File: config.mk
export PLATFORM = sky130hd
export DESIGN_NAME = mqtt_publish_framer
export DESIGN_NICKNAME = d
export VERILOG_FILES = /design/src/mpf_pkg.sv /design/src/mqtt_publish_framer.sv
export SDC_FILE = /design/constraint.sdc
export NUM_CORES = 1
export LEC_CHECK = 0
export ABC_AREA = 1
export ABC_CLOCK_PERIOD_IN_PS = 3730
export BUFFER_PORTS_ARGS = -buffer_cell sky130_fd_sc_hd__clkbuf_2
export CORE_MARGIN = 4
export CORE_UTILIZATION = 40
export DETAILED_ROUTE_END_ITERATION = 10
export GPL_TIMING_DRIVEN = 0
export HOLD_SLACK_MARGIN = 0.02
export PLACE_DENSITY_LB_ADDON = 0.12
export REMOVE_ABC_BUFFERS = 1
export SYNTH_ARGS = -nofsm -noshare
export SYNTH_HDL_FRONTEND = slang
export SYNTH_SLANG_ARGS = --single-unit
File: constraint.sdc
create_clock -name clk -period 3.73 [get_ports clk]
set_input_delay 0.373 -clock clk [delete_from_list [all_inputs] [get_ports clk]]
set_output_delay 0.373 -clock clk [all_outputs]
set_load 0.005 [all_outputs]
File: src/mpf_pkg.sv
// ----------------------------------------------------------------------------
// mpf_pkg
// Types and constants shared by the PUBLISH framer and its port checker.
// ----------------------------------------------------------------------------
package mpf_pkg;

  localparam logic       OP_START = 1'b0;
  localparam logic       OP_BODY  = 1'b1;

  localparam logic [1:0] STATUS_OK   = 2'd0;
  localparam logic [1:0] STATUS_LEN  = 2'd1;
  localparam logic [1:0] STATUS_WILD = 2'd2;

  localparam logic [7:0] FIXED_HDR    = 8'h30;
  localparam logic [7:0] VARINT_CONT  = 8'h80;
  localparam logic [7:0] CHAR_HASH    = 8'h23;
  localparam logic [7:0] CHAR_PLUS    = 8'h2B;

  localparam int IN_DATA_W  = 48;
  localparam int OUT_DATA_W = 8;
  localparam int OUT_USER_W = 3;

  typedef struct packed {
    logic [7:0] out_byte;
    logic       end_of_run;
    logic       end_of_packet;
    logic [1:0] status;
  } result_t;

endpackage

File: src/mqtt_publish_framer.sv
// ----------------------------------------------------------------------------
// mqtt_publish_framer
// Builds QoS-0 PUBLISH packets as a byte stream from a start word and body words.
// ----------------------------------------------------------------------------
//  Channel   Direction  Carries
//  s_axis    in         start word (lengths, retain) or one body byte
//  m_axis    out        framed packet byte, or the length error word
//
//  A body word gives at most one byte; a valid start word gives 4 to 6 header
//  bytes, the fixed header byte and then the rest shifted out of a small header register.
//  A rejected start word gives its single error word.
//  A skid register behind the output register lets input continue for one
//  word while the output stalls; input waits while the skid is full or header bytes remain.
//  Synchronous reset clears the counters, flags and all valid bits.
module mqtt_publish_framer #(
  parameter int TOPIC_LIMIT   = 256,
  parameter int PAYLOAD_LIMIT = 4096
) (
  input  logic                            clk,
  input  logic                            rst,
  input  logic                            s_axis_tvalid,
  output logic                            s_axis_tready,
  // retain[0], topic_length[16:1], payload_length[32:17], data_byte[40:33], zero pad
  input  logic [mpf_pkg::IN_DATA_W-1:0]   s_axis_tdata,
  // operation[0]
  input  logic                            s_axis_tuser,
  output logic                            m_axis_tvalid,
  input  logic                            m_axis_tready,
  // out_byte[7:0]
  output logic [mpf_pkg::OUT_DATA_W-1:0]  m_axis_tdata,
  // end_of_packet
  output logic                            m_axis_tlast,
  // end_of_run[0], status[2:1]
  output logic [mpf_pkg::OUT_USER_W-1:0]  m_axis_tuser
);

  logic [15:0] topic_left, topic_left_next;
  logic [15:0] payload_left, payload_left_next;
  logic        packet_open, packet_open_next;
  logic        wildcard_seen, wildcard_seen_next;

  logic [7:0]  burst [5];
  logic [7:0]  burst_fill [5];
  logic [2:0]  burst_left;

  mpf_pkg::result_t out_q, skid_q, push_res;
  logic        out_valid, skid_valid;
  logic        push, pop, accept, burst_emit, burst_load;

  logic        in_retain;
  logic [15:0] in_tlen, in_plen;
  logic [7:0]  in_data;
  logic        len_bad, is_wild;
  logic [17:0] rem;
  logic [1:0]  nv;
  logic [6:0]  g0, g1, g2;

  assign in_retain = s_axis_tdata[0];
  assign in_tlen   = s_axis_tdata[16:1];
  assign in_plen   = s_axis_tdata[32:17];
  assign in_data   = s_axis_tdata[40:33];

  assign s_axis_tready = (burst_left == 3'd0) && !skid_valid;
  assign accept        = s_axis_tvalid && s_axis_tready;
  assign burst_emit    = (burst_left != 3'd0) && !skid_valid;
  assign pop           = out_valid && m_axis_tready;

  assign len_bad = (in_tlen == 16'd0) || (in_tlen > 16'(TOPIC_LIMIT)) ||
                   (in_plen > 16'(PAYLOAD_LIMIT));
  assign rem     = 18'(in_tlen) + 18'(in_plen) + 18'd2;
  assign g0      = rem[6:0];
  assign g1      = rem[13:7];
  assign g2      = {3'b000, rem[17:14]};
  assign nv      = (rem[17:14] != 4'd0) ? 2'd3 : ((rem[13:7] != 7'd0) ? 2'd2 : 2'd1);
  assign is_wild = (in_data == mpf_pkg::CHAR_HASH) || (in_data == mpf_pkg::CHAR_PLUS);

  always_comb begin
    burst_fill[0] = '0;
    burst_fill[1] = '0;
    burst_fill[2] = '0;
    burst_fill[3] = '0;
    burst_fill[4] = '0;
    case (nv)
      2'd2: begin
        burst_fill[0] = mpf_pkg::VARINT_CONT | {1'b0, g0};
        burst_fill[1] = {1'b0, g1};
        burst_fill[2] = in_tlen[15:8];
        burst_fill[3] = in_tlen[7:0];
      end
      2'd3: begin
        burst_fill[0] = mpf_pkg::VARINT_CONT | {1'b0, g0};
        burst_fill[1] = mpf_pkg::VARINT_CONT | {1'b0, g1};
        burst_fill[2] = {1'b0, g2};
        burst_fill[3] = in_tlen[15:8];
        burst_fill[4] = in_tlen[7:0];
      end
      default: begin
        burst_fill[0] = {1'b0, g0};
        burst_fill[1] = in_tlen[15:8];
        burst_fill[2] = in_tlen[7:0];
      end
    endcase
  end

  always_comb begin
    topic_left_next    = topic_left;
    payload_left_next  = payload_left;
    packet_open_next   = packet_open;
    wildcard_seen_next = wildcard_seen;
    push               = 1'b0;
    push_res           = '0;
    burst_load         = 1'b0;
    if (burst_emit) begin
      push                = 1'b1;
      push_res.out_byte   = burst[0];
      push_res.end_of_run = (burst_left == 3'd1);
      push_res.status     = mpf_pkg::STATUS_OK;
    end else if (accept) begin
      if (s_axis_tuser == mpf_pkg::OP_START) begin
        topic_left_next    = in_tlen;
        payload_left_next  = in_plen;
        wildcard_seen_next = 1'b0;
        push               = 1'b1;
        if (len_bad) begin
          packet_open_next       = 1'b0;
          push_res.out_byte      = '0;
          push_res.end_of_run    = 1'b1;
          push_res.end_of_packet = 1'b1;
          push_res.status        = mpf_pkg::STATUS_LEN;
        end else begin
          packet_open_next  = 1'b1;
          burst_load        = 1'b1;
          push_res.out_byte = mpf_pkg::FIXED_HDR | {7'd0, in_retain};
          push_res.status   = mpf_pkg::STATUS_OK;
        end
      end else if ((topic_left == 16'd0) && (payload_left == 16'd0)) begin
        packet_open_next = 1'b0;
      end else begin
        if (topic_left != 16'd0) begin
          topic_left_next = topic_left - 16'd1;
          if (is_wild) begin
            wildcard_seen_next = 1'b1;
          end
        end else begin
          payload_left_next = payload_left - 16'd1;
        end
        if (packet_open) begin
          push                = 1'b1;
          push_res.out_byte   = in_data;
          push_res.end_of_run = 1'b1;
          if ((topic_left_next == 16'd0) && (payload_left_next == 16'd0)) begin
            push_res.end_of_packet = 1'b1;
            push_res.status = wildcard_seen_next ? mpf_pkg::STATUS_WILD : mpf_pkg::STATUS_OK;
            packet_open_next   = 1'b0;
            wildcard_seen_next = 1'b0;
          end
        end
      end
    end
  end

  always_ff @(posedge clk) begin
    if (rst) begin
      topic_left    <= '0;
      payload_left  <= '0;
      packet_open   <= 1'b0;
      wildcard_seen <= 1'b0;
      burst_left    <= '0;
    end else begin
      topic_left    <= topic_left_next;
      payload_left  <= payload_left_next;
      packet_open   <= packet_open_next;
      wildcard_seen <= wildcard_seen_next;
      if (burst_load) begin
        burst_left <= 3'(nv) + 3'd2;
      end else if (burst_emit) begin
        burst_left <= burst_left - 3'd1;
      end
    end
  end

  always_ff @(posedge clk) begin
    if (burst_load) begin
      for (int i = 0; i < 5; i++) begin
        burst[i] <= burst_fill[i];
      end
    end else if (burst_emit) begin
      for (int i = 0; i < 4; i++) begin
        burst[i] <= burst[i+1];
      end
      burst[4] <= '0;
    end
  end

  always_ff @(posedge clk) begin
    if (rst) begin
      out_valid  <= 1'b0;
      skid_valid <= 1'b0;
    end else begin
      if (push && pop) begin
        if (skid_valid) begin
          out_q  <= skid_q;
          skid_q <= push_res;
        end else begin
          out_q <= push_res;
        end
      end else if (push) begin
        if (out_valid) begin
          skid_q     <= push_res;
          skid_valid <= 1'b1;
        end else begin
          out_q     <= push_res;
          out_valid <= 1'b1;
        end
      end else if (pop) begin
        if (skid_valid) begin
          out_q      <= skid_q;
          skid_valid <= 1'b0;
        end else begin
          out_valid <= 1'b0;
        end
      end
    end
  end

  assign m_axis_tvalid = out_valid;
  assign m_axis_tdata  = out_q.out_byte;
  assign m_axis_tlast  = out_q.end_of_packet;
  assign m_axis_tuser  = {out_q.status, out_q.end_of_run};

endmodule

### Word-level counts from Yosys, hierarchy flattened

Memory sizes are Yosys's and may differ from the RTL's.
Index checks and enable logic that the tools add are counted.
Widths: inputs -> output; s select.

* register bits: 63
* memories: 1
* logic and storage cells: 157
* RAM bits: 40

* muxes and demuxes: 82
* add/subtract/negate cells: 6
* bitwise logic cells: 8
* order comparisons: 2
* eq/ne operators: 10
* reductions and logical operators: 33

Memories
* burst: depth 5, bits a word 8, read ports 5, clocked after memory_dff 0, write ports 5, RTL line mqtt_publish_framer.sv:42 `logic [7:0] burst [5];`

Operators by type and width (count)
* $mux 16: 14
* $mux 12: 14
* $logic_not 16->1: 5
* $mux 8: 6
* $pmux 24 s2: 1
* $mux 1: 36
* $sub 16x1->16 const B: 2
* $add 17x2->18 const B: 1
* $add 16x16->17: 1
* $eq 8x6->1 const B: 2
* $gt 16x13->1 const B: 1
* $gt 16x9->1 const B: 1
* $pmux 8 s2: 1
* $reduce_bool 16->1: 1
* $mux 2: 5
* $mux 3: 3
* $mux 9: 1
* $reduce_and 3->1: 3
* $reduce_bool 3->1: 3
* $reduce_and 4->1: 2
* $reduce_bool 2->1: 4
* $logic_and 1x1->1: 7
* $reduce_bool 7->1: 1
* $mux 6: 1
* other kinds (14): 25

### Longest topological paths before layout

* word-level depth: 18
* mapped depth: 22
* mapped depth without buffers: 22

### Worst setup path after synthesis

No wires, ideal clock.

* path kind: register to register
* from: register topic_left[0]
* to: register skid_q[0] (netlist name) (enable)
* data arrival time: 3.410 ns
* clock period less this slack: 3.812 ns
* path slack: -0.082 ns
* setup time: 0.402 ns
* cell stages (with the launch flop): 19
* cells stage by stage: dfxtp_1 -> inv_1 -> ha_1 -> nand2_1 -> nor2_1 -> nand2_1 -> nor2_4 -> nand3_2 -> and2_4 -> nand2_4 -> nand2_4 -> nor2_8 -> inv_2 -> buf_6 -> ha_1 -> inv_1 -> clkbuf_1 -> nand2_1 -> a221oi_1

* longest elaborated chain between the ends: 9

Ends and longest elaborated chain
* start, declared: RTL line mqtt_publish_framer.sv:37 `logic [15:0] topic_left, topic_left_next;`
* start signal, assigned: RTL line mqtt_publish_framer.sv:170 `topic_left <= topic_left_next;`
* $logic_not 16->1 (*): RTL line mqtt_publish_framer.sv:136 `end else if ((topic_left == 16'd0) && (payload_left == 16'd0)) begin`
* $logic_and 1x1->1 (*): RTL line mqtt_publish_framer.sv:136
* $mux 1 (*): RTL line mqtt_publish_framer.sv:136
* $mux 1 (*): RTL line mqtt_publish_framer.sv:119 `if (s_axis_tuser == mpf_pkg::OP_START) begin`
* $mux 1 (*): RTL line mqtt_publish_framer.sv:118 `end else if (accept) begin`
* $mux 1 (*): RTL line mqtt_publish_framer.sv:113 `if (burst_emit) begin`
* named net push: RTL line mqtt_publish_framer.sv:48 `logic push, pop, accept, burst_emit, burst_load;`
* $logic_and 1x1->1: RTL line mqtt_publish_framer.sv:200 `if (push && pop) begin`
* $ne 2x2->1 (no line) or $reduce_bool 2->1 (tied branches)
* $reduce_and 4->1 (no line) (*)
* end signal, assigned: RTL line mqtt_publish_framer.sv:203 `skid_q <= push_res;`
* end signal, assigned: RTL line mqtt_publish_framer.sv:209 `skid_q <= push_res;`
* end, declared: RTL line mqtt_publish_framer.sv:46 `mpf_pkg::result_t out_q, skid_q, push_res;`

Mark *: on every way through the listed nets, which the timed path passes. The rest lies on a longest branch.
A chain may end at the register's enable or synchronous reset.

### Worst setup path in the final report

* from: register topic_left[0]
* to: register skid_q[8] (netlist name) (enable)

* longest elaborated chain between the ends: 9

Ends and longest elaborated chain (RTL line)
* $logic_not 16->1 (*): mqtt_publish_framer.sv:136
* $logic_and 1x1->1 (*): mqtt_publish_framer.sv:136
* $mux 1 (*): mqtt_publish_framer.sv:136
* $mux 1 (*): mqtt_publish_framer.sv:119
* $mux 1 (*): mqtt_publish_framer.sv:118
* $mux 1 (*): mqtt_publish_framer.sv:113
* $logic_and 1x1->1: mqtt_publish_framer.sv:200
* $ne 2x2->1 (no line) or $reduce_bool 2->1 (tied branches)
* $reduce_and 4->1 (no line) (*)

Every way passes the cells marked *; elsewhere a longest branch is shown, timed or not.

==> impl_metrics.csv <==
group,metric,value,unit
layout,layout_commonest_cell,"nand2_1",
run,maxCapViolCount,0,
worst_setup_path,cp-endpoint,"skid_q[8]",
synth,synth-main-ff-cell,"edfxtp_1",
worst_setup_path,cp-start-kind,"flop",
worst_setup_path,r2r-start,"topic_left[0]",
worst_setup_path,critical_path_required,3.81,ns
clocking,insertion_delay,0.37,ns
synth,ys_ff_latch,103,
global_route,grt_antenna_before_repair,0,
pwr,p_sw_frac,0.484,
timing,fmax,0.285,GHz
synth,synth_top_area_share,0.263,
floorplanning,pin_count,67,
floorplanning,fp.dieH,143,um
route,drtPass1Iterations,7,
floorplanning,rows,49,
timing,slew_headroom,0.274,
route,ant_nets,0,
pwr,pwr-share-clk,0.140,
layout,drive_gt1_frac,0.123,
pwr,power,7.32,mW
synth,synth_cell_types,47,
global_route,grt_overflow_total,0,
layout,nNetsFinal,1149,
synth,synth_edf_count,64,
synth,synth_area_leaders,"edfxtp_1, nand2_1, dfxtp_1",
pwr,seqPwrFrac,0.308,
worst_setup_path,cp_max_fo,16,
worst_setup_path,crit_start,"topic_left[0]",
placed_design,gp_congestion,0.888,
route,viasPerCell,5.25,
synth,syn-cell-area,7320,um^2
synth,synth-warning-count,0,
pwr,vdd_drop_max,0.000330,V
clocking,clockBufferDepth,2,
placed_design,portBuffers,59,
route,drtIter0Drc,398,
timing,setup_viol,0,
synth,synthArstFlopShare,0,
timing,fin_crit,3.51,ns
worst_setup_path,reg2reg_slack,0.22,ns
pwr,intPower,3.78,mW
layout,diodes,0,
global_route,grt_pass1_wl,33.2,mm
clocking,htreeDepth,3,
placed_design,dpl_cell_area,7760,um^2
worst_setup_path,arrival,3.59,ns
floorplanning,design.core.area,18000,um^2
layout,layout_common_cells,"nand2_1, nor2_1, inv_1",
timing,tightest_slew,1.08,ns
worst_setup_path,r2r-end,"skid_q[8]",
timing,timing.final.crit_share,0.941,
clocking,cts_tree,"yes",
synth,netlist_instances,1016,
pwr,power_density,901,nW/um^2
timing,setup_tns,0,ns
floorplanning,initial_utilization,0.407,
timing,holdWs,0.332,ns
synth,synth.avg_cell_area,7.20,um^2
placed_design,dp.final_hpwl,15.6,mm
run_status,outcome,"finished clean",
pwr,leakage,3.75,nW
pwr,comb_power_share,0.552,
timing,rsz0062_at_grt,"no",
route,routedWlPerCell,16.3,um
worst_setup_path,ff2ff_path_depth,17,
route,drc_errors,0,
clocking,holdBufCountCts,0,
pwr,p_switching,3.54,mW
route,wirelength,21.1,mm
layout,synthToLayoutAreaGrowth,11.0,%
timing,slew_violations,0,
timing,clock_skew,0.00869,ns
min_path,hold_path.class,"input port to flop",
layout,design_area,8130,um^2
floorplanning,die_w,143,um
clocking,clk_pin_slew,0.08,ns
global_route,grt_pass1_vias,6157,
floorplanning,dieArea,20500,um^2
synth,ys_seq_area_frac,0.369,
route,dr_total_vias,6769,
global_route,grt_max_degree,49,
global_route,grtUsageTotal,0.208,
clocking,numCtsBuffers,9,
synth,synth_top_cell_by_area,"edfxtp_1",
timing,hold_viol,0,
clocking,cts_root_buf,"clkbuf_16",
clocking,clock-sinks,103,
worst_setup_path,cp-end-kind,"flop",
worst_setup_path,path_class,"flop to flop",
==> what timing repair did <==
| item | in CTS | in global routing |
|---|---|---|
| setup buffers | 0 | 1 |
| gates cloned | 0 | 1 |
| hold endpoints to repair | 0 | 0 |
| pin swaps | 0 | 1 |
| resized for setup | 5 | 5 |
| setup endpoints to repair | 38 | 43 |
==> cells in the mapped netlist (all sizes together) (4+ instances only) <==
library cell	number
nand2	327
nor2	121
inv	99
nand3	70
edfxtp	64
a21oi	62
o21ai	62
dfxtp	39
ha	39
clkbuf	20
buf	13
xor2	12
nand4	11
a221oi	9
a311oi	8
nand3b	8
xnor2	7
a22oi	5
a31oi	5
nor3	5
nor4	5
o211ai	4
o22ai	4
==> metrics by stage <==
stage,instances,setup WS (ns),utilization
2_1_floorplan,983,-0.640,-
3_3_place_gp,1271,-2.46,0.431
3_5_place_dp,1272,-1.01,0.432
4_1_cts,1288,0.0513,0.451
5_1_grt,1290,0.00107,0.452
6_report,1290,0.219,0.452
==> critical path, cell delays in order (launching register included) <==
cell and delay (ns):
dfxtp_1 0.34, inv_1 0.13, ha_1 0.24, nand2_1 0.07, nor2_1 0.11, nand2_1 0.09, nor2_4 0.21, nand3_2 0.11
and2_4 0.16, nand2_4 0.08, nand2_4 0.07, nor2_8 0.16, inv_2 0.16, ha_1 0.34, clkinvlp_4 0.16, nand2_1 0.14
a221oi_4 0.37, buf_4 0.24
==> kinds of logic (layout without fill, tap and decap cells) <==
kind of cell / count (synthesis) / in the layout / synth area share
fa+ha+maj: 40 / 40 / 0.0694
flops: 103 / 103 / 0.369
buf+inv: 133 / 178 / 0.0722
compound gates: 171 / 171 / 0.137
xor+xnor: 19 / 19 / 0.0227
simple gates: 550 / 550 / 0.329
==> final cells by class <==
class | instances | area, um^2
inverter | 100 | 385
tap | 229 | 287
multi-input combinational | 780 | 4120
timing repair inverter | 1 | 5.00
clock buffer | 9 | 225
sequential | 103 | 2700
timing repair buffer | 61 | 310
fill | 1877 | 9840
clock inverter | 7 | 88.8
==> worst min-delay path by stage <==
stage / slack (ns) / cells after the start / start / to
2_1_floorplan: 0.44 / 2 / wildcard_seen / wildcard_seen
6_report: 0.33 / 3 / s_axis_tdata[24] / payload_left[7]
4_1_cts: 0.31 / 3 / s_axis_tdata[24] / payload_left[7]
3_3_place_gp: 0.45 / 2 / wildcard_seen / wildcard_seen
3_5_place_dp: 0.46 / 2 / wildcard_seen / wildcard_seen
5_1_grt: 0.34 / 3 / s_axis_tdata[24] / payload_left[7]
==> flip-flops by register name (all words and copies together), names as in the netlist <==
signal and flops:
skid_valid 1, m_axis_tvalid 1, burst_left 3, m_axis_tuser 3, burst 40, m_axis_tlast 1, wildcard_seen 1, m_axis_tdata 8
payload_left 16, packet_open 1, topic_left 16, skid_q 12
==> metal layers <==
layer	wire length, um	track usage	vias to the layer above	share of wire
li1	-	-	3478	-
met1	10400	0.299	3120	0.49
met2	9300	0.322	141	0.44
met3	781	0.0305	30	0.037
met4	561	0.0694	0	0.027
met5	0	0	-	0
==> power by group through the flow <==
stage	registers [mW]	clock network, mW	logic, mW
2_1_floorplan	2.22	0	2.98
3_3_place_gp	2.28	0	3.98
3_5_place_dp	2.28	0	4.00
4_1_cts	2.26	1.05	4.03
5_1_grt	2.32	1.10	4.61
6_report	2.26	1.02	4.04
Power figures use the tool's default switching activity.
